==> src/rtl/core/pjh_pkg.sv <==
// Shared types and constants for the periodic jitter histogram.
// Holds the transaction payload structs and the item kind codes.
`default_nettype none
package pjh_pkg;

  localparam logic        REQ_READ     = 1'b1;
  localparam logic [31:0] PERIOD_RESET = 32'd80000;
  localparam logic [31:0] COUNT_MAX    = 32'hFFFF_FFFF;
  localparam int          JIT_W        = 30;

  typedef struct packed {
    logic        req_type;
    logic [31:0] timestamp;
    logic [5:0]  bin_index;
  } pjh_in_t;

  typedef struct packed {
    logic             jitter_valid;
    logic [JIT_W-1:0] jitter_value;
    logic [JIT_W-1:0] max_jitter;
    logic [31:0]      bin_count;
  } pjh_out_t;

  typedef enum logic [1:0] {
    KIND_READ,
    KIND_FIRST,
    KIND_SAMPLE
  } pjh_kind_t;

endpackage
`default_nettype wire

==> src/rtl/core/pjh_hist.sv <==
// Histogram bin store: one synchronous memory with a registered read port,
// write-to-read bypass and a clearing sweep after reset. Uses pjh_pkg.
`default_nettype none
module pjh_hist #(
  parameter int BINS = 64
) (
  input  wire logic                            clk,
  input  wire logic                            rst_n,
  input  wire logic                            rd_en,
  input  wire logic [((BINS > 1) ? $clog2(BINS) : 1)-1:0] rd_addr,
  output logic [31:0]                          rd_data,
  input  wire logic                            wr_en,
  input  wire logic [((BINS > 1) ? $clog2(BINS) : 1)-1:0] wr_addr,
  input  wire logic [31:0]                     wr_data,
  output logic                                 clearing
);
  import pjh_pkg::*;

  localparam int AW = (BINS > 1) ? $clog2(BINS) : 1;
  localparam logic [AW-1:0] LAST_BIN = AW'(BINS - 1);

  logic [31:0]   mem [BINS];
  logic [31:0]   rd_data_r;
  logic          clr_busy_r;
  logic          clr_busy_nxt;
  logic [AW-1:0] clr_cnt_r;
  logic [AW-1:0] clr_cnt_nxt;

  always_comb begin
    clr_busy_nxt = clr_busy_r;
    clr_cnt_nxt  = clr_cnt_r;
    if (clr_busy_r) begin
      clr_cnt_nxt = clr_cnt_r + AW'(1);
      if (clr_cnt_r == LAST_BIN) begin
        clr_busy_nxt = 1'b0;
      end
    end
  end

  always_ff @(posedge clk) begin
    if (!rst_n) begin
      clr_busy_r <= 1'b1;
      clr_cnt_r  <= '0;
    end else begin
      clr_busy_r <= clr_busy_nxt;
      clr_cnt_r  <= clr_cnt_nxt;
    end
  end

  always_ff @(posedge clk) begin
    if (clr_busy_r) begin
      mem[clr_cnt_r] <= '0;
    end else if (wr_en) begin
      mem[wr_addr] <= wr_data;
    end
  end

  // bypass a write landing on the same bin in the same cycle
  always_ff @(posedge clk) begin
    if (rd_en) begin
      if (wr_en && (wr_addr == rd_addr)) begin
        rd_data_r <= wr_data;
      end else begin
        rd_data_r <= mem[rd_addr];
      end
    end
  end

  assign rd_data  = rd_data_r;
  assign clearing = clr_busy_r;

  a_no_access_in_clear: assert property (@(posedge clk) disable iff (!rst_n)
    clr_busy_r |-> (!wr_en && !rd_en))
    else $error("histogram accessed during clearing sweep");

  a_clear_full_sweep: assert property (@(posedge clk) disable iff (!rst_n)
    $fell(clr_busy_r) |-> ($past(clr_cnt_r) == LAST_BIN))
    else $error("clearing sweep ended early");

  a_clear_stays_done: assert property (@(posedge clk) disable iff (!rst_n)
    !clr_busy_r |=> !clr_busy_r)
    else $error("clearing sweep restarted without reset");

endmodule
`default_nettype wire

==> src/rtl/core/periodic_jitter_histogram.sv <==
// Path: an accepted transaction passes the s1 and s2 registers, then the output register.
// Throughput: one transaction per cycle unless out_ready or the clear stalls it, set by the
// histogram memory's separate read and write ports with a write-to-read bypass.
// Reset: synchronous; after rst_n rises in_ready stays low while the histogram clears,
// configuration writes are taken throughout.
// Top level of the periodic jitter histogram; uses pjh_pkg and pjh_hist.
`default_nettype none
module periodic_jitter_histogram #(
  parameter int BINS = 64
) (
  input  wire logic               clk,
  input  wire logic               rst_n,
  input  wire logic               in_valid,
  output logic                    in_ready,
  input  wire pjh_pkg::pjh_in_t   in_data,
  output logic                    out_valid,
  input  wire logic               out_ready,
  output pjh_pkg::pjh_out_t       out_data,
  input  wire logic               cfg_wr_en,
  input  wire logic [31:0]        cfg_wr_data
);
  import pjh_pkg::*;

  localparam int AW = (BINS > 1) ? $clog2(BINS) : 1;

  logic [31:0]      period_r;
  logic [31:0]      prev_time_r;
  logic             seen_first_r;
  logic [JIT_W-1:0] max_jit_r;

  logic             s1_valid_r;
  pjh_kind_t        s1_kind_r;
  logic [31:0]      s1_diff_r;
  logic [5:0]       s1_idx_r;

  logic             s2_valid_r;
  pjh_kind_t        s2_kind_r;
  logic [JIT_W-1:0] s2_jit_r;
  logic [AW-1:0]    s2_addr_r;
  logic             s2_rd_ok_r;

  logic             out_valid_r;
  pjh_out_t         out_data_r;

  logic             in_accept;
  logic             out_free;
  logic             s1_adv;
  logic             s2_adv;
  logic             clearing;
  pjh_kind_t        s1_kind_nxt;

  logic [32:0]      dev_raw;
  logic [32:0]      dev;
  logic [JIT_W-1:0] s1_jit;
  logic [AW-1:0]    s1_bin;
  logic [AW-1:0]    rd_addr;
  logic             rd_en;
  logic             s1_rd_ok;
  logic [31:0]      rd_data;

  logic [31:0]      cnt_inc;
  logic             wr_en;
  logic [JIT_W-1:0] max_jit_nxt;
  pjh_out_t         out_data_nxt;

  assign out_free  = !out_valid_r || out_ready;
  assign s2_adv    = s2_valid_r && out_free;
  assign s1_adv    = s1_valid_r && (!s2_valid_r || s2_adv);
  assign in_ready  = !clearing && (!s1_valid_r || s1_adv);
  assign in_accept = in_valid && in_ready;

  always_comb begin
    if (in_data.req_type == REQ_READ) begin
      s1_kind_nxt = KIND_READ;
    end else if (seen_first_r) begin
      s1_kind_nxt = KIND_SAMPLE;
    end else begin
      s1_kind_nxt = KIND_FIRST;
    end
  end

  always_ff @(posedge clk) begin
    if (!rst_n) begin
      period_r <= PERIOD_RESET;
    end else if (cfg_wr_en) begin
      period_r <= cfg_wr_data;
    end
  end

  // record time at acceptance so the next sample sees it
  always_ff @(posedge clk) begin
    if (!rst_n) begin
      seen_first_r <= 1'b0;
      prev_time_r  <= '0;
    end else if (in_accept && (in_data.req_type != REQ_READ)) begin
      seen_first_r <= 1'b1;
      prev_time_r  <= in_data.timestamp;
    end
  end

  always_ff @(posedge clk) begin
    if (!rst_n) begin
      s1_valid_r <= 1'b0;
    end else begin
      s1_valid_r <= in_accept || (s1_valid_r && !s1_adv);
    end
  end

  always_ff @(posedge clk) begin
    if (in_accept) begin
      s1_kind_r <= s1_kind_nxt;
      s1_diff_r <= in_data.timestamp - prev_time_r;
      s1_idx_r  <= in_data.bin_index;
    end
  end

  always_comb begin
    dev_raw = {1'b0, s1_diff_r} - {1'b0, period_r};
    dev     = dev_raw[32] ? (33'd0 - dev_raw) : dev_raw;
    s1_jit  = dev[32:3] + JIT_W'(dev[2]);
    if (s1_jit >= JIT_W'(BINS)) begin
      s1_bin = AW'(BINS - 1);
    end else begin
      s1_bin = s1_jit[AW-1:0];
    end
    s1_rd_ok = 32'(s1_idx_r) < 32'(BINS);
    rd_addr  = (s1_kind_r == KIND_READ) ? AW'(s1_idx_r) : s1_bin;
    rd_en    = s1_adv && (s1_kind_r != KIND_FIRST);
  end

  always_ff @(posedge clk) begin
    if (!rst_n) begin
      s2_valid_r <= 1'b0;
    end else begin
      s2_valid_r <= s1_adv || (s2_valid_r && !s2_adv);
    end
  end

  always_ff @(posedge clk) begin
    if (s1_adv) begin
      s2_kind_r  <= s1_kind_r;
      s2_jit_r   <= s1_jit;
      s2_addr_r  <= rd_addr;
      s2_rd_ok_r <= s1_rd_ok;
    end
  end

  pjh_hist #(
    .BINS (BINS)
  ) u_hist (
    .clk      (clk),
    .rst_n    (rst_n),
    .rd_en    (rd_en),
    .rd_addr  (rd_addr),
    .rd_data  (rd_data),
    .wr_en    (wr_en),
    .wr_addr  (s2_addr_r),
    .wr_data  (cnt_inc),
    .clearing (clearing)
  );

  always_comb begin
    cnt_inc     = (rd_data == COUNT_MAX) ? rd_data : (rd_data + 32'd1);
    wr_en       = s2_adv && (s2_kind_r == KIND_SAMPLE);
    max_jit_nxt = max_jit_r;
    if ((s2_kind_r == KIND_SAMPLE) && (s2_jit_r > max_jit_r)) begin
      max_jit_nxt = s2_jit_r;
    end
    out_data_nxt.max_jitter = max_jit_nxt;
    case (s2_kind_r)
      KIND_SAMPLE: begin
        out_data_nxt.jitter_valid = 1'b1;
        out_data_nxt.jitter_value = s2_jit_r;
        out_data_nxt.bin_count    = cnt_inc;
      end
      KIND_READ: begin
        out_data_nxt.jitter_valid = 1'b0;
        out_data_nxt.jitter_value = '0;
        out_data_nxt.bin_count    = s2_rd_ok_r ? rd_data : 32'd0;
      end
      default: begin
        out_data_nxt.jitter_valid = 1'b0;
        out_data_nxt.jitter_value = '0;
        out_data_nxt.bin_count    = 32'd0;
      end
    endcase
  end

  always_ff @(posedge clk) begin
    if (!rst_n) begin
      max_jit_r <= '0;
    end else if (s2_adv) begin
      max_jit_r <= max_jit_nxt;
    end
  end

  always_ff @(posedge clk) begin
    if (!rst_n) begin
      out_valid_r <= 1'b0;
    end else begin
      out_valid_r <= s2_adv || (out_valid_r && !out_ready);
    end
  end

  always_ff @(posedge clk) begin
    if (s2_adv) begin
      out_data_r <= out_data_nxt;
    end
  end

  assign out_valid = out_valid_r;
  assign out_data  = out_data_r;

  a_max_covers_value: assert property (@(posedge clk) disable iff (!rst_n)
    (out_valid && out_data.jitter_valid) |->
      (out_data.max_jitter >= out_data.jitter_value))
    else $error("max_jitter below reported jitter_value");

  a_sample_count_nonzero: assert property (@(posedge clk) disable iff (!rst_n)
    (out_valid && out_data.jitter_valid) |-> (out_data.bin_count != 32'd0))
    else $error("updated bin reported with zero count");

  a_no_accept_in_clear: assert property (@(posedge clk) disable iff (!rst_n)
    clearing |-> !in_ready)
    else $error("transaction accepted during histogram clear");

endmodule
`default_nettype wire

==> config.mk <==
export PLATFORM = sky130hd
export DESIGN_NAME = periodic_jitter_histogram
export DESIGN_NICKNAME = d
export VERILOG_FILES = /design/src/rtl/core/pjh_pkg.sv /design/src/rtl/core/pjh_hist.sv /design/src/rtl/core/periodic_jitter_histogram.sv
export SDC_FILE = /design/constraint.sdc
export NUM_CORES = 2
export LEC_CHECK = 0
export BUFFER_PORTS_ARGS = -buffer_cell sky130_fd_sc_hd__buf_2
export CAP_MARGIN = 30
export CORE_ASPECT_RATIO = 1.2
export CORE_MARGIN = 5
export CORE_UTILIZATION = 57
export DETAILED_ROUTE_END_ITERATION = 10
export GPL_TIMING_DRIVEN = 0
export PLACE_DENSITY = 0.76
export SLEW_MARGIN = 15
export SYNTH_ARGS = -nofsm -noshare
export SYNTH_HDL_FRONTEND = slang
export SYNTH_HIERARCHICAL = 1
export SYNTH_SLANG_ARGS = --single-unit
==> constraint.sdc <==
create_clock -name clk -period 7.8 [get_ports clk]
set_clock_uncertainty 0.1 [all_clocks]
set_input_delay 0.39 -clock clk [delete_from_list [all_inputs] [get_ports clk]]
set_output_delay 0.39 -clock clk [all_outputs]
set_load 0.005 [all_outputs]
* Yosys cells after proc, flatten, opt, wreduce, memory -nomap -nowiden
Memory sizes are Yosys's and may differ from the RTL's.
Index checks and enable logic that the tools add are counted.
Widths: inputs -> output; s select.
** Word-level totals
- Output and inout port bits :: 95
- Memories kept :: 1
- Register bits after elaboration :: 308
- Input port bits :: 76
- Memory bits (writable) :: 2048
- Word-level logic and storage cells :: 82
** Memories
- u_hist.mem :: words 64, width 32, read ports 1, clocked after Yosys merged registers in 0, write ports 1, RTL line pjh_hist.sv:22 : logic [31:0] mem [BINS];
** Operators by class
- Magnitude comparators :: 2
- Eq/ne operators :: 5
- Reductions and logical operators :: 28
- Muxes and demuxes :: 19
- Bitwise operators :: 1
- $add $sub $neg :: 6
** Operators with widths (number)
- $mux 32 :: 3
- $pmux 32 s2 :: 1
- $mux 33 :: 1
- $sub 1x33->33 const A :: 1
- $sub 32x32->33 :: 1
- $add 32x1->32 const B :: 1
- $eq 32x32->1 const B :: 1
- $reduce_or 32->1 :: 1
- $sub 32x32->32 :: 1
- $mux 31 :: 1
- $add 30x1->30 :: 1
- $ge 30x7->1 const B :: 1
- $gt 30x30->1 :: 1
- $mux 30 :: 1
- $mux 6 :: 3
- $logic_and 1x1->1 :: 12
- $mux 1 :: 8
- $logic_not 1->1 :: 7
- $add 6x1->6 const B :: 1
- $eq 6x6->1 :: 1
- $eq 6x6->1 const B :: 1
- $logic_or 1x1->1 :: 6
- $logic_not 2->1 :: 2
- $eq 2x2->1 const B :: 1
- 3 further kinds :: 3

* Depth between registers and ports, before layout
- Word-level depth :: 10
- Mapped depth :: 39
- Gate-level depth less buffers :: 30

* By module
Netlist, hierarchy kept.
** By module, submodules not included
- pjh_hist :: area each 80913.9 sq um, seq. area each 62600.0 sq um, instances 1, cells each 4249
- periodic_jitter_histogram :: area each 17895.9 sq um, seq. area each 7096.8 sq um, instances 1, cells each 1941

* Worst setup path before layout
No wires, ideal clock.
- Kind :: flip-flop to flip-flop
- Start :: register s1_diff_r[0]
- End :: register u_hist.rd_data_r[15], in the netlist u_hist/rd_data[15], data pin
- Path slack :: -0.745 ns
- Data required time :: 7.444 ns
- Path buffers :: 8
- Library setup time :: 0.256 ns
- Arrival time :: 8.188 ns
- Period minus slack after synthesis :: 8.545 ns
- Cell stages (with the launch flop) :: 36
- Cell sequence :: edfxtp_1 > inv_1 > ha_1 > inv_1 > fa_1 > a211oi_4 > o21ai_1 > nand2_1 > o21ai_0 > a311oi_1 > clkbuf_1 > clkbuf_1 > buf_1 > clkbuf_1 > nand2_1 > xnor2_1 > ha_1 > nand2_1 > or4_1 > nor4b_1 > a41oi_1 > o21bai_1 > a211oi_2 > o211ai_1 > o311ai_1 > a2111oi_0 > a21oi_1 > clkbuf_2 > buf_2 > buf_2 > buf_4 > mux4_2 > mux2i_1 > a22oi_1 > a32oi_1 > nand2_1
** Between the ends
- Longest elaborated chain between the ends :: 10
- Elaborated cells between the ends (all ways) :: 11
- Classes of those cells :: add/sub (3); order compare (1); eq/ne (1); mux (4); reduce/logical (1); memory (1)
** RTL lines
- start, declared :: RTL line periodic_jitter_histogram.sv:33 : logic [31:0] s1_diff_r;
- start signal, assigned :: RTL line periodic_jitter_histogram.sv:112 : s1_diff_r <= in_data.timestamp - prev_time_r;
- $sub 32x32->33 (*) :: RTL line periodic_jitter_histogram.sv:118 : dev_raw = {1'b0, s1_diff_r} - {1'b0, period_r};
- $sub 1x33->33 :: RTL line periodic_jitter_histogram.sv:119 : dev = dev_raw[32] ? (33'd0 - dev_raw) : dev_raw;
- $mux 33 (*) :: RTL line periodic_jitter_histogram.sv:119
- $add 30x1->30 (*) :: RTL line periodic_jitter_histogram.sv:120 : s1_jit = dev[32:3] + JIT_W'(dev[2]);
- $ge 30x7->1 :: RTL line periodic_jitter_histogram.sv:121 : if (s1_jit >= JIT_W'(BINS)) begin
- $mux 6 (*) :: RTL line periodic_jitter_histogram.sv:121
- $mux 6 (*) :: RTL line periodic_jitter_histogram.sv:127 : rd_addr = (s1_kind_r == KIND_READ) ? AW'(s1_idx_r) : s1_bin;
- via rd_addr[0] :: RTL line periodic_jitter_histogram.sv:56 : logic [AW-1:0] rd_addr;
- parallel branches: the longest is 2 deep, another holds $mem_v2 64x32
- $mux 32 (*) :: RTL line pjh_hist.sv:61 : if (wr_en && (wr_addr == rd_addr)) begin
- end signal, assigned :: RTL line pjh_hist.sv:62 : rd_data_r <= wr_data;
- end signal, assigned :: RTL line pjh_hist.sv:64 : rd_data_r <= mem[rd_addr];
- end, declared :: RTL line pjh_hist.sv:23 : logic [31:0] rd_data_r;
Mark *: on every way through the listed nets, which the timed path passes.
A chain may end at the register's enable or synchronous reset.

* Final worst setup path
- Start :: register s1_diff_r[17]
- End :: register u_hist.rd_data_r[18], in the netlist u_hist/rd_data[18], data pin
Same word-level chain as after synthesis.

==> summary.txt <==
SYNTHESIS
-------------------------------------------------------------------------------------
Post-synthesis share of cell area spent on and, or, nand and nor gates          5.65%
Proportion of synthesized area in mux cells                                     12.5%
Sequential area share after synthesis                                           70.5%
Yosys warning count                                                                 6
Xor-xnor portion of the synthesized cell area                                   1.23%
Area of the mapped netlist                                                98800 sq um
Number of enable-type register cells in the synthesized netlist                  2251
Mapped Avg Cell Area                                                       16.0 sq um
Post-synthesis cell count                                                        6190
Cell variety after synth                                                          104
Synth Area in Adders                                                            1.29%
Proportion of netlist area held by the largest area contributor                 68.4%
Net count after synthesis                                                        6365
Library cell with the largest summed area after synthesis                sky130_fd_sc_hd__edfxtp_1
Most used DFF post-synth                                                 sky130_fd_sc_hd__edfxtp_1
Compound-cell area share of the yosys netlist                                   6.80%
Share of async-settable or async-resettable flops after synthesis                  0%
Main combinational cell family by area after synthesis                   multiplexers
Post-synthesis sequential element count                                          2356
Largest cells by area after synthesis                                    sky130_fd_sc_hd__edfxtp_1 68%, sky130_fd_sc_hd__mux2i_1 9.0%, sky130_fd_sc_hd__a22oi_1 3.1%, sky130_fd_sc_hd__mux4_2 3.0%, sky130_fd_sc_hd__dfxtp_1 2.1%

PWR
-------------------------------------------------------------------------------------
Power Density                                                             211 nW/um^2
Leak                                                                          43.4 nW
Overall power                                                                 24.5 mW
Peak VDD IR                                                                0.000263 V

GLOBAL ROUTE
-------------------------------------------------------------------------------------
Via count of the first global-routing pass                                      58813
Met3 Track Usage GR                                                             5.25%
Maximum number of pins on one net before global-route repair                       65
GR met2 Demand/Resource                                                         49.1%
Overall global routing resource usage                                           29.5%
Met1 track utilization from global routing                                      37.0%
Initial antenna violation count                                                     7
Remaining Overflow, GRT                                                             0
Global-route wire length before repair                                         393 mm
Routing layer with the top usage in global route                                 met2

STATUS
-------------------------------------------------------------------------------------
Violations in the final reports                                          negative setup slack
Run status                                                               complete, but fails checks

TIMING
-------------------------------------------------------------------------------------
RSZ-0062 raised after global routing                                              yes
Final hold violations                                                               0
Minimum period implied by the final worst setup slack                         8.85 ns
Slew @ Worst Pin                                                             0.968 ns
Normalized max-slew margin                                                      35.5%
Slew Viols, Final                                                                   0
Final worst-path cycle share                                                     113%
Setup WS post-layout                                                         -1.05 ns
Top achievable clock speed                                                  0.113 GHz
Final-report setup violation count                                                 32
Setup TNS Final                                                             -28.28 ns

PLACEMENT
-------------------------------------------------------------------------------------
Post-detailed-placement half-perimeter wirelength                              188 mm
Worst setup slack before clock tree synthesis                                -4.21 ns
Port bufs                                                                         169
Instance area after placement                                            105000 sq um
Weighted congestion at the end of routability-driven global placement            1.04

DIE
-------------------------------------------------------------------------------------
Number of primary I/O pins                                                        171
Initial core utilization                                                        57.3%
Chip width                                                                     390 um
Die height                                                                     466 um
Rows                                                                              167
Die outline area                                                         182000 sq um
Placeable Area                                                           173000 sq um

CTS
-------------------------------------------------------------------------------------
CTS buffer count                                                                  211
CTS Root Buffer Type                                                     sky130_fd_sc_hd__clkbuf_16
Worst-Skew Late Latency                                                       0.85 ns
CTS Sinks                                                                        2356
Maximum buffer depth of the clock tree                                              3
TritonCTS clock tree                                                             done
CTS HTree Levels                                                                    4
CTS clk-pin slew, worst paths                                                 0.06 ns

WORST SETUP PATH
-------------------------------------------------------------------------------------
Max stage delay on crit path                                                  0.72 ns
Kind of start point of the critical path                                         flop
Arrival time worst endpoint                                                   9.34 ns
Register-to-register setup slack                                             -1.05 ns
Critical path start-end classification                                   flop to flop
Data required time of the worst path                                          8.29 ns
Crit path capture type                                                           flop
Slowest stage cell on the critical path                                  sky130_fd_sc_hd__nand4_1
Worst-path fanout max                                                              10

CELLS AND AREA
-------------------------------------------------------------------------------------
Nets                                                                             7011
Syn-to-layout area delta                                                        17.5%
Filler cells                                                                    11049
Layout Cell Area excl Fill                                               116000 sq um
Layout cell share with drive strength beyond 1                                  20.7%
Final core occ                                                                  67.3%

DETAILED ROUTING
-------------------------------------------------------------------------------------
Count of vias placed by the detailed router                                     59408
Number of nets with antenna violations after routing                                0
Wire per inst                                                                 29.3 um
Ratio of routed vias to standard cells                                           6.39
Drt total wl                                                                   272 mm
Drt pass-1 iters                                                                    6
DR DRC count                                                                        0
Number of DRC markers in iteration 0                                             6660

RUN
-------------------------------------------------------------------------------------
Reported max-cap violation count                                                    0

WORST HOLD PATH
-------------------------------------------------------------------------------------
Path class of the lowest-slack min-delay path                            primary input to flop

-- layer usage --
layer,part of all wire [%],routed length [um]
met1,36,96800
met2,49,133000
met3,9.1,24800
met4,6.3,17100
met5,0.013,36
-- power by group --
| group | switching, mW | total [mW] | internal (mW) |
|---|---|---|---|
| Clock | 4.50 | 9.96 | 5.46 |
| Sequential | 0.0243 | 13.8 | 13.7 |
| Combinational | 0.453 | 0.736 | 0.283 |
-- worst paths after layout --
check,from,end,depth (start not counted)
worst min-delay path,cfg_wr_en,period_r[2],3
worst min register to register,prev_time_r[24],prev_time_r[24],2
worst max register to register,s1_diff_r[17],u_hist/rd_data[18],31
worst max-delay path,s1_diff_r[17],u_hist/rd_data[18],31
-- through the flow --
step                hold WS [ns]  cells
detailed placement         0.357   8740
CTS                       0.0712   9265
global placement           0.351   8640
global route               0.153   9295
finish                     0.160   9297
floorplan                  0.335   6190
-- sequential cells by signal, indices dropped and copies added (netlist names), 30 cells and up --
register	flops
u_hist/mem	2048
max_jit_r	30
s2_jit_r	30
s1_diff_r	32
prev_time_r	32
u_hist/rd_data	32
period_r	32
out_data	93
-- placed cells by master (no fill, tap or decap), types with 52 or more instances in the layout --
master                          netlist  routed
sky130_fd_sc_hd__nor2_1             193     122
sky130_fd_sc_hd__nor2_4               0      68
sky130_fd_sc_hd__clkbuf_1           183     161
sky130_fd_sc_hd__dfxtp_1            105     104
sky130_fd_sc_hd__buf_4                3     100
sky130_fd_sc_hd__nand4_1             66      66
sky130_fd_sc_hd__o21ai_0             72      64
sky130_fd_sc_hd__edfxtp_1          2251    2251
sky130_fd_sc_hd__ha_1                97      89
sky130_fd_sc_hd__inv_1              129     126
sky130_fd_sc_hd__buf_12               0      80
sky130_fd_sc_hd__buf_2              133     251
sky130_fd_sc_hd__nand3_1            174     121
sky130_fd_sc_hd__nand3_2              0      52
sky130_fd_sc_hd__and3_1              58      56
sky130_fd_sc_hd__a21oi_1            154     141
sky130_fd_sc_hd__clkbuf_16            0     222
sky130_fd_sc_hd__xnor2_1             88      76
sky130_fd_sc_hd__nand2_1            365     361
sky130_fd_sc_hd__mux4_2             132     132
sky130_fd_sc_hd__dlygate4sd3_1        0      77
sky130_fd_sc_hd__a22oi_1            408     357
sky130_fd_sc_hd__mux2i_1            884     868
-- area by class of cell --
type                       count  area, sq um  share of cell area [%]
inverter                     129          484                   0.417
antenna                        3         7.51                 0.00647
sequential                  2356        69700                    60.0
buffer                       329         2240                    1.93
multi-input combinational   3359        29300                    25.3
timing repair buffer         450         4860                    4.19
tap                         2281         2850                    2.46
clock buffer                 272         5570                    4.80
clock inverter               118         1050                   0.902
-- worst max-delay path, delay by kind of cell, from the launching register on --
family / cells / cell delay (ns)
compound gates: 13 / 3.76
simple gates: 8 / 1.97
buf+inv: 6 / 1.23
fa+ha+maj: 2 / 0.61
flops: 1 / 0.46
mux: 1 / 0.24
xor+xnor: 1 / 0.15
-- what timing repair did --
| action | 4_1_cts | 5_1_grt |
|---|---|---|
| setup buffers | 64 | 40 |
| resized for setup | 435 | 200 |
| hold buffers | 77 | 0 |
| cloned | 2 | 0 |
| hold endpoints to repair | 113 | 0 |
| pin swaps | 125 | 130 |
| setup endpoints to repair | 38 | 32 |
-- cells in the mapped netlist, drive strengths merged (105+ instances only) --
library cell	number
clkbuf	185
nor2	194
buf	161
edfxtp	2251
dfxtp	105
a22oi	408
nand2	366
mux2i	884
inv	129
nand3	174
mux4	137
a21oi	155
-- cells by family after synthesis --
kind of cell             Yosys count
multiplexers                    1055
flip-flops                      2356
adder cells (fa/ha/maj)          101
XOR/XNOR                         138
buffers and inverters            475
AO/OA/AOI/OAI                    936
AND/OR/NAND/NOR                 1129
Note: power is estimated with default switching activity, not from simulation.
